$ cat src/design/sqfs_pkg.sv
// Shared types and constants for the shortest-queue-first selector.
// No dependencies; used by every other file of the block but sqfs_ram.
`default_nettype none

package sqfs_pkg;

    localparam int FILE_SLOTS_DEF = 16;
    localparam int COUNT_MAX_DEF  = 1023;
    localparam int SLOT_W         = 4;
    localparam int SIZE_W         = 10;
    localparam int FIFO_DEPTH     = 2;

    typedef enum logic {
        OP_ADD  = 1'b0,
        OP_TAKE = 1'b1
    } op_t;

    // Classified command passed from front to back
    typedef struct packed {
        op_t               op;
        logic [SLOT_W-1:0] slot;
        logic              is_write;
        logic              in_range;
    } cmd_t;

    typedef enum logic [2:0] {
        ST_CLEAR,
        ST_IDLE,
        ST_ADD_RD,
        ST_SCAN,
        ST_TAKE_WR,
        ST_RESP
    } back_state_t;

endpackage

`default_nettype wire

$ cat src/design/shortest_queue_first_selector_top.sv
// Top level of the shortest-queue-first selector.
// Depends on sqfs_pkg, sqfs_front, sqfs_back (and through it sqfs_ram).
//
// Usage:
//   Input channel s_*: one item is a command. s_cmd=0 adds one request to
//   the read (s_is_write=0) or write queue of slot s_file_slot; s_cmd=1
//   takes from the non-empty queue with the smallest count, the lowest
//   queue index winning ties (slot order, read before write).
//   Result channel m_*: exactly one result item per input item, in order.
//   An add reads and writes back its queue count (an add for a slot out of
//   range goes straight to the result); a take scans the 2*FILE_SLOTS counts
//   through the single RAM read port, one per cycle. The back executes one
//   item at a time, taking the next only after its result is registered.
//   A two-entry queue sits between the front and the back, so inputs keep
//   being accepted while the back is busy or a result waits on m_ready.
//   When m_ready stays low, the back holds its result in the output
//   register, finishes at most one more item and waits;
//   s_ready falls once the queue is full.
//   Reset: synchronous, aresetn low. After release the back clears the
//   count RAM before executing the first item; items may be accepted into
//   the queue meanwhile.
`default_nettype none

module shortest_queue_first_selector_top #(
    parameter int FILE_SLOTS = sqfs_pkg::FILE_SLOTS_DEF,
    parameter int COUNT_MAX  = sqfs_pkg::COUNT_MAX_DEF
) (
    input  wire logic                        aclk,
    input  wire logic                        aresetn,
    input  wire logic                        s_valid,
    output logic                             s_ready,
    input  wire logic                        s_cmd,
    input  wire logic [sqfs_pkg::SLOT_W-1:0] s_file_slot,
    input  wire logic                        s_is_write,
    output logic                             m_valid,
    input  wire logic                        m_ready,
    output logic                             m_selected_valid,
    output logic [sqfs_pkg::SLOT_W-1:0]      m_selected_file,
    output logic                             m_selected_write,
    output logic [sqfs_pkg::SIZE_W-1:0]      m_selected_size,
    output logic                             m_add_overflow
);

    logic           cmd_valid;
    logic           cmd_pop;
    sqfs_pkg::cmd_t cmd;

    sqfs_front #(
        .FILE_SLOTS(FILE_SLOTS)
    ) u_front (
        .aclk       (aclk),
        .aresetn    (aresetn),
        .s_valid    (s_valid),
        .s_ready    (s_ready),
        .s_cmd      (s_cmd),
        .s_file_slot(s_file_slot),
        .s_is_write (s_is_write),
        .cmd_valid  (cmd_valid),
        .cmd        (cmd),
        .cmd_pop    (cmd_pop)
    );

    sqfs_back #(
        .FILE_SLOTS(FILE_SLOTS),
        .COUNT_MAX (COUNT_MAX)
    ) u_back (
        .aclk            (aclk),
        .aresetn         (aresetn),
        .cmd_valid       (cmd_valid),
        .cmd             (cmd),
        .cmd_pop         (cmd_pop),
        .m_valid         (m_valid),
        .m_ready         (m_ready),
        .m_selected_valid(m_selected_valid),
        .m_selected_file (m_selected_file),
        .m_selected_write(m_selected_write),
        .m_selected_size (m_selected_size),
        .m_add_overflow  (m_add_overflow)
    );

    // back never pops an empty queue
    a_pop_valid: assert property (@(posedge aclk) disable iff (!aresetn)
        cmd_pop |-> cmd_valid)
        else $error("command popped from empty queue");

    // an overflow flag belongs to an add, a selection to a take
    a_ovf_excl: assert property (@(posedge aclk) disable iff (!aresetn)
        m_valid |-> !(m_add_overflow && m_selected_valid))
        else $error("overflow and selection in one item");

    // a selected queue was non-empty
    a_size_nz: assert property (@(posedge aclk) disable iff (!aresetn)
        (m_valid && m_selected_valid) |-> (m_selected_size != '0))
        else $error("selected queue reported empty");

    a_reset_idle: assert property (@(posedge aclk)
        !aresetn |=> !m_valid)
        else $error("result valid right after reset");

endmodule

`default_nettype wire

$ cat src/design/sqfs_ram.sv
// Generic single-write, single-read RAM with registered read data.
// No dependencies.
`default_nettype none

module sqfs_ram #(
    parameter int WIDTH = 10,
    parameter int DEPTH = 32
) (
    input  wire logic                     aclk,
    input  wire logic                     we,
    input  wire logic [$clog2(DEPTH)-1:0] waddr,
    input  wire logic [WIDTH-1:0]         wdata,
    input  wire logic [$clog2(DEPTH)-1:0] raddr,
    output logic      [WIDTH-1:0]         rdata
);

    logic [WIDTH-1:0] mem [DEPTH];

    always_ff @(posedge aclk) begin
        if (we) begin
            mem[waddr] <= wdata;
        end
        rdata <= mem[raddr];
    end

endmodule

`default_nettype wire

$ cat src/design/sqfs_front.sv
// Front end: accepts input items, classifies them and holds them in a
// two-entry queue for the back end. Depends on sqfs_pkg.
`default_nettype none

module sqfs_front #(
    parameter int FILE_SLOTS = sqfs_pkg::FILE_SLOTS_DEF
) (
    input  wire logic                        aclk,
    input  wire logic                        aresetn,
    input  wire logic                        s_valid,
    output logic                             s_ready,
    input  wire logic                        s_cmd,
    input  wire logic [sqfs_pkg::SLOT_W-1:0] s_file_slot,
    input  wire logic                        s_is_write,
    output logic                             cmd_valid,
    output sqfs_pkg::cmd_t                   cmd,
    input  wire logic                        cmd_pop
);

    localparam int PW = (sqfs_pkg::FIFO_DEPTH > 1) ? $clog2(sqfs_pkg::FIFO_DEPTH) : 1;
    localparam int CNTW = $clog2(sqfs_pkg::FIFO_DEPTH + 1);

    sqfs_pkg::cmd_t  entry_reg [sqfs_pkg::FIFO_DEPTH];
    logic [PW-1:0]   wr_ptr_reg, wr_ptr_next;
    logic [PW-1:0]   rd_ptr_reg, rd_ptr_next;
    logic [CNTW-1:0] fill_reg, fill_next;
    sqfs_pkg::cmd_t  in_cmd;
    logic            push;

    always_comb begin
        in_cmd.op       = s_cmd ? sqfs_pkg::OP_TAKE : sqfs_pkg::OP_ADD;
        in_cmd.slot     = s_file_slot;
        in_cmd.is_write = s_is_write;
        in_cmd.in_range = (32'(s_file_slot) < FILE_SLOTS);
    end

    assign s_ready   = (fill_reg != CNTW'(sqfs_pkg::FIFO_DEPTH));
    assign push      = s_valid && s_ready;
    assign cmd_valid = (fill_reg != '0);
    assign cmd       = entry_reg[rd_ptr_reg];

    always_comb begin
        wr_ptr_next = wr_ptr_reg;
        rd_ptr_next = rd_ptr_reg;
        fill_next   = fill_reg;
        if (push) begin
            wr_ptr_next = (wr_ptr_reg == PW'(sqfs_pkg::FIFO_DEPTH - 1)) ? '0 : wr_ptr_reg + 1'b1;
        end
        if (cmd_pop) begin
            rd_ptr_next = (rd_ptr_reg == PW'(sqfs_pkg::FIFO_DEPTH - 1)) ? '0 : rd_ptr_reg + 1'b1;
        end
        unique case ({push, cmd_pop})
            2'b10:   fill_next = fill_reg + 1'b1;
            2'b01:   fill_next = fill_reg - 1'b1;
            default: fill_next = fill_reg;
        endcase
    end

    always_ff @(posedge aclk) begin
        if (!aresetn) begin
            wr_ptr_reg <= '0;
            rd_ptr_reg <= '0;
            fill_reg   <= '0;
        end else begin
            wr_ptr_reg <= wr_ptr_next;
            rd_ptr_reg <= rd_ptr_next;
            fill_reg   <= fill_next;
        end
    end

    always_ff @(posedge aclk) begin
        if (push) begin
            entry_reg[wr_ptr_reg] <= in_cmd;
        end
    end

endmodule

`default_nettype wire

$ cat src/design/sqfs_back.sv
// Back end: executes add and take commands against the queue-count RAM and
// drives the registered result channel. Depends on sqfs_pkg and sqfs_ram.
`default_nettype none

module sqfs_back #(
    parameter int FILE_SLOTS = sqfs_pkg::FILE_SLOTS_DEF,
    parameter int COUNT_MAX  = sqfs_pkg::COUNT_MAX_DEF
) (
    input  wire logic                        aclk,
    input  wire logic                        aresetn,
    input  wire logic                        cmd_valid,
    input  wire sqfs_pkg::cmd_t              cmd,
    output logic                             cmd_pop,
    output logic                             m_valid,
    input  wire logic                        m_ready,
    output logic                             m_selected_valid,
    output logic [sqfs_pkg::SLOT_W-1:0]      m_selected_file,
    output logic                             m_selected_write,
    output logic [sqfs_pkg::SIZE_W-1:0]      m_selected_size,
    output logic                             m_add_overflow
);

    localparam int NQ = 2 * FILE_SLOTS;
    localparam int QW = $clog2(NQ);
    localparam int CW = $clog2(COUNT_MAX + 1);

    sqfs_pkg::back_state_t state_reg, state_next;
    logic [QW-1:0] cnt_reg, cnt_next;
    logic [QW-1:0] idx_reg, idx_next;
    logic [QW-1:0] best_idx_reg, best_idx_next;
    logic [CW-1:0] best_cnt_reg, best_cnt_next;
    logic          found_reg, found_next;
    logic          is_take_reg, is_take_next;
    logic          ovf_reg, ovf_next;
    logic          m_valid_reg, m_valid_next;

    logic          ram_we;
    logic [QW-1:0] ram_waddr, ram_raddr;
    logic [CW-1:0] ram_wdata, ram_rdata;
    logic [QW-1:0] add_idx;
    logic          load_out;

    sqfs_ram #(
        .WIDTH(CW),
        .DEPTH(NQ)
    ) u_count_ram (
        .aclk (aclk),
        .we   (ram_we),
        .waddr(ram_waddr),
        .wdata(ram_wdata),
        .raddr(ram_raddr),
        .rdata(ram_rdata)
    );

    // queue index = slot*2 + direction
    assign add_idx  = QW'({cmd.slot, cmd.is_write});
    assign load_out = (state_reg == sqfs_pkg::ST_RESP) && (!m_valid_reg || m_ready);

    always_comb begin
        state_next    = state_reg;
        cnt_next      = cnt_reg;
        idx_next      = idx_reg;
        best_idx_next = best_idx_reg;
        best_cnt_next = best_cnt_reg;
        found_next    = found_reg;
        is_take_next  = is_take_reg;
        ovf_next      = ovf_reg;
        m_valid_next  = m_valid_reg;
        cmd_pop       = 1'b0;
        ram_we        = 1'b0;
        ram_waddr     = cnt_reg;
        ram_wdata     = '0;
        ram_raddr     = cnt_reg + 1'b1;

        if (m_valid_reg && m_ready) begin
            m_valid_next = 1'b0;
        end

        unique case (state_reg)
            sqfs_pkg::ST_CLEAR: begin
                ram_we    = 1'b1;
                ram_waddr = cnt_reg;
                cnt_next  = cnt_reg + 1'b1;
                if (cnt_reg == QW'(NQ - 1)) begin
                    cnt_next   = '0;
                    state_next = sqfs_pkg::ST_IDLE;
                end
            end
            sqfs_pkg::ST_IDLE: begin
                ram_raddr = '0;
                if (cmd_valid) begin
                    cmd_pop    = 1'b1;
                    found_next = 1'b0;
                    ovf_next   = 1'b0;
                    cnt_next   = '0;
                    if (cmd.op == sqfs_pkg::OP_TAKE) begin
                        is_take_next = 1'b1;
                        state_next   = sqfs_pkg::ST_SCAN;
                    end else begin
                        is_take_next = 1'b0;
                        idx_next     = add_idx;
                        ram_raddr    = add_idx;
                        state_next   = cmd.in_range ? sqfs_pkg::ST_ADD_RD
                                                    : sqfs_pkg::ST_RESP;
                    end
                end
            end
            sqfs_pkg::ST_ADD_RD: begin
                if (ram_rdata >= CW'(COUNT_MAX)) begin
                    ovf_next = 1'b1;
                end else begin
                    ram_we    = 1'b1;
                    ram_waddr = idx_reg;
                    ram_wdata = ram_rdata + 1'b1;
                end
                state_next = sqfs_pkg::ST_RESP;
            end
            sqfs_pkg::ST_SCAN: begin
                // read data belongs to queue cnt_reg; next address already issued
                if ((ram_rdata != '0) && (!found_reg || (ram_rdata < best_cnt_reg))) begin
                    found_next    = 1'b1;
                    best_idx_next = cnt_reg;
                    best_cnt_next = ram_rdata;
                end
                cnt_next = cnt_reg + 1'b1;
                if (cnt_reg == QW'(NQ - 1)) begin
                    cnt_next   = '0;
                    state_next = sqfs_pkg::ST_TAKE_WR;
                end
            end
            sqfs_pkg::ST_TAKE_WR: begin
                if (found_reg) begin
                    ram_we    = 1'b1;
                    ram_waddr = best_idx_reg;
                    ram_wdata = best_cnt_reg - 1'b1;
                end
                state_next = sqfs_pkg::ST_RESP;
            end
            sqfs_pkg::ST_RESP: begin
                if (load_out) begin
                    m_valid_next = 1'b1;
                    state_next   = sqfs_pkg::ST_IDLE;
                end
            end
            default: state_next = sqfs_pkg::ST_IDLE;
        endcase
    end

    always_ff @(posedge aclk) begin
        if (!aresetn) begin
            state_reg   <= sqfs_pkg::ST_CLEAR;
            cnt_reg     <= '0;
            found_reg   <= 1'b0;
            is_take_reg <= 1'b0;
            ovf_reg     <= 1'b0;
            m_valid_reg <= 1'b0;
        end else begin
            state_reg   <= state_next;
            cnt_reg     <= cnt_next;
            found_reg   <= found_next;
            is_take_reg <= is_take_next;
            ovf_reg     <= ovf_next;
            m_valid_reg <= m_valid_next;
        end
    end

    always_ff @(posedge aclk) begin
        idx_reg      <= idx_next;
        best_idx_reg <= best_idx_next;
        best_cnt_reg <= best_cnt_next;
        if (load_out) begin
            if (is_take_reg && found_reg) begin
                m_selected_valid <= 1'b1;
                m_selected_file  <= sqfs_pkg::SLOT_W'(best_idx_reg >> 1);
                m_selected_write <= best_idx_reg[0];
                m_selected_size  <= sqfs_pkg::SIZE_W'(best_cnt_reg);
            end else begin
                m_selected_valid <= 1'b0;
                m_selected_file  <= '0;
                m_selected_write <= 1'b0;
                m_selected_size  <= '0;
            end
            m_add_overflow <= ovf_reg;
        end
    end

    assign m_valid = m_valid_reg;

endmodule

`default_nettype wire

$ cat config.mk
export PLATFORM = sky130hd
export DESIGN_NAME = shortest_queue_first_selector_top
export DESIGN_NICKNAME = d
export VERILOG_FILES = /design/src/design/sqfs_pkg.sv /design/src/design/shortest_queue_first_selector_top.sv /design/src/design/sqfs_ram.sv /design/src/design/sqfs_front.sv /design/src/design/sqfs_back.sv
export SDC_FILE = /design/constraint.sdc
export NUM_CORES = 1
export LEC_CHECK = 0
export ABC_CLOCK_PERIOD_IN_PS = 5300
export BUFFER_PORTS_ARGS = -buffer_cell sky130_fd_sc_hd__clkbuf_2
export CORE_UTILIZATION = 57
export CTS_CLUSTER_SIZE = 24
export DETAILED_ROUTE_END_ITERATION = 10
export PLACE_DENSITY = 0.76
export SYNTH_ARGS = -nofsm -noshare
export SYNTH_HDL_FRONTEND = slang
export SYNTH_SLANG_ARGS = --single-unit
$ cat constraint.sdc
create_clock -name aclk -period 5.3 [get_ports aclk]
set_clock_uncertainty 0.2 [all_clocks]
set_input_delay 0.53 -clock aclk [delete_from_list [all_inputs] [get_ports aclk]]
set_output_delay 0.53 -clock aclk [all_outputs]
set_load 0.005 [all_outputs]
==> reports/metrics.yaml <==
status: "finished clean"
grt_usage: 0.273
fmax_mhz: 254
cts.sinks: 396
cts_resized: 0
grt_max_degree: 64
drive_above_1_share: 0.105
drv_cap: 0
synth_commonest_cells: "369 x edfxtp_1, 220 x nand2_1, 79 x and3_1, 59 x a211oi_1, 58 x a31oi_1"
design.core.area_um2: 28000
synth_top_area_frac: 0.676
min_from: "m_ready"
tightest_slew_ns: 1.11
setup_viol: 0
yosysMostFrequentCell: "edfxtp_1"
power_per_cell_area_nw_per_um2: 378
synth_area_um2: 16400
dp_slack_ns: 1.46
fin_crit_ns: 3.93
detail_route.iter0.violations: 1480
synthFlopType: "edfxtp_1"
final_nets: 1286
fin_ws_ns: 1.37
peakVddDrop_v: 0.000270
htreeDepth: 2
wl_met3_um: 4200
start_util: 0.585
die_x_um: 172
postRouteAntennaNets: 0
r2r-start: "u_back.state_reg[2]"
clk_pin_slew_ns: 0.06
clk_latency_ns: 0.54
dp.cells: 1592
path_max_fanout: 36
rows: 61
die_h_um: 172
syn_inst: 1233
ios: 29
ys_warn_count: 0
met1_length_um: 15600
routedWlPerCell_um: 23.7
path_class: "reg2reg"
syn_area_per_cell_um2: 13.3
numCtsBuffers: 39
synth_enable_flop_cells: 369
grt_setup_unrepaired: "no"
ctsHoldBuffers: 6
place_hpwl_um: 24600
drt_wl_total_um: 39500
synthArstFlopShare: 0
cts_tree: "built"
drc_errors: 0
vias: 10600
root_buffer: "clkbuf_16"
overflow: 0
postCtsSetupRepairBufs: 0
antenna_found_initial: 1
p_leak_nw: 6.15
wl_met2_um: 18300
grt_first_pass_wirelength_um: 59100
slew-limit-headroom: 0.255
portBuffers: 28
area_delta_synth_final_pct: 10.7
crit_path_start_kind: "register"
clockBufferDepth: 3
synth_area_leaders: "edfxtp_1 68%, nand2_1 5.0%, dfxtp_1 3.3%, and3_1 3.0%, a211oi_1 2.7%"
setup_tns_ns: 0
ys_types: 63
hold_violations: 0
top_layer: "met4"
drv_slew: 0
hp-class: "in2reg"
grt_pass1_vias: 10000
critical_path_required_ns: 5.55
finalWeightedCongestion: 0.921
cp-end-kind: "register"
yosysSeqAreaShare: 0.709
largest_reg_flops: 320
worstSetupStartpoint: "u_back.state_reg[2]"
finalCritPeriodShare: 0.742
arrival_ns: 4.19
layoutNonFillerInstCount: 1670
dieArea_um2: 29400
drt-vias-per-instance: 6.34
yosys.area.top_type: "edfxtp_1"
drt_pass1_iterations: 6
synth_nets: 1258
ys_ff_latch: 396
## area by class of cell
type	count	area, µm²
Multi-Input combinational cell	748	4370
Timing Repair Buffer	57	398
Clock buffer	49	1050
Antenna cell	1	2.50
Sequential cell	396	11600
Tap cell	378	473
Clock inverter	22	151
Inverter	19	71.3
Fill cell	1999	9870
## critical path: stages, from the launching register on
cell      delay (ns)
dfxtp_1         0.49
nor3b_4         0.41
nand4_1         0.69
nand2_2         0.76
buf_4           0.47
a211oi_1        0.18
a31oi_1         0.24
o22ai_1         0.18
a311oi_1        0.22
## final timing paths
| check | depth (start not counted) | slack [ns] | to |
|---|---|---|---|
| worst min register to register | 0 | 0.26 | u_back.m_add_overflow |
| worst max-delay path | 8 | 1.37 | u_back.u_count_ram.rdata[4] |
| worst min-delay path | 3 | 0.18 | u_back.m_valid |
| worst max register to register | 8 | 1.37 | u_back.u_count_ram.rdata[4] |
## metal layers
layer | up-vias | GRT usage
met1 | 5128 | 0.373
li1 | 4743 | -
met5 | - | 0
met4 | 0 | 0.106
met3 | 109 | 0.0580
met2 | 610 | 0.429
## cell families after synthesis
| kind of cell | share of synthesized area |
|---|---|
| xor+xnor | 0.0112 |
| mux | 0.00664 |
| simple gates | 0.132 |
| compound gates | 0.101 |
| fa+ha+maj | 0.0114 |
| flops | 0.709 |
| buf+inv | 0.0291 |
## layout by cell type, fill, tap and decap left out, types with 10 or more instances in the layout
cell | synthesis | routed
a311oi_1 | 10 | 10
a22oi_1 | 13 | 13
and3_1 | 79 | 79
clkbuf_16 | 0 | 40
ha_1 | 15 | 15
inv_1 | 19 | 19
edfxtp_1 | 369 | 369
buf_4 | 5 | 21
o21ai_0 | 16 | 15
dfxtp_1 | 27 | 27
clkbuf_2 | 0 | 28
a21oi_1 | 30 | 29
nand3_1 | 41 | 41
o22ai_1 | 27 | 18
xnor2_1 | 13 | 13
nand2_1 | 220 | 219
nor2_1 | 55 | 55
a211oi_1 | 59 | 59
a31oi_1 | 58 | 58
## report_power, final
group	switching (W)	internal, W	leakage (nW)	total (W)
Combinational	0.000460	0.000248	2.25	0.000708
Sequential	0.0000885	0.00345	3.31	0.00354
Clock	0.00114	0.00147	0.587	0.00261
Total	0.00169	0.00516	6.15	0.00685
## through the flow
step           hold slack [ns]  power [W]  utilization  instance area, µm²
6_report                 0.184    0.00685        0.648               18100
5_1_grt                  0.206    0.00705        0.648               18100
4_1_cts                  0.177    0.00685        0.648               18100
3_5_place_dp             0.231    0.00429        0.602               16900
3_3_place_gp             0.222    0.00427        0.602               16900
2_1_floorplan            0.209    0.00408            -               16400
(Power assumes the default switching activity.)
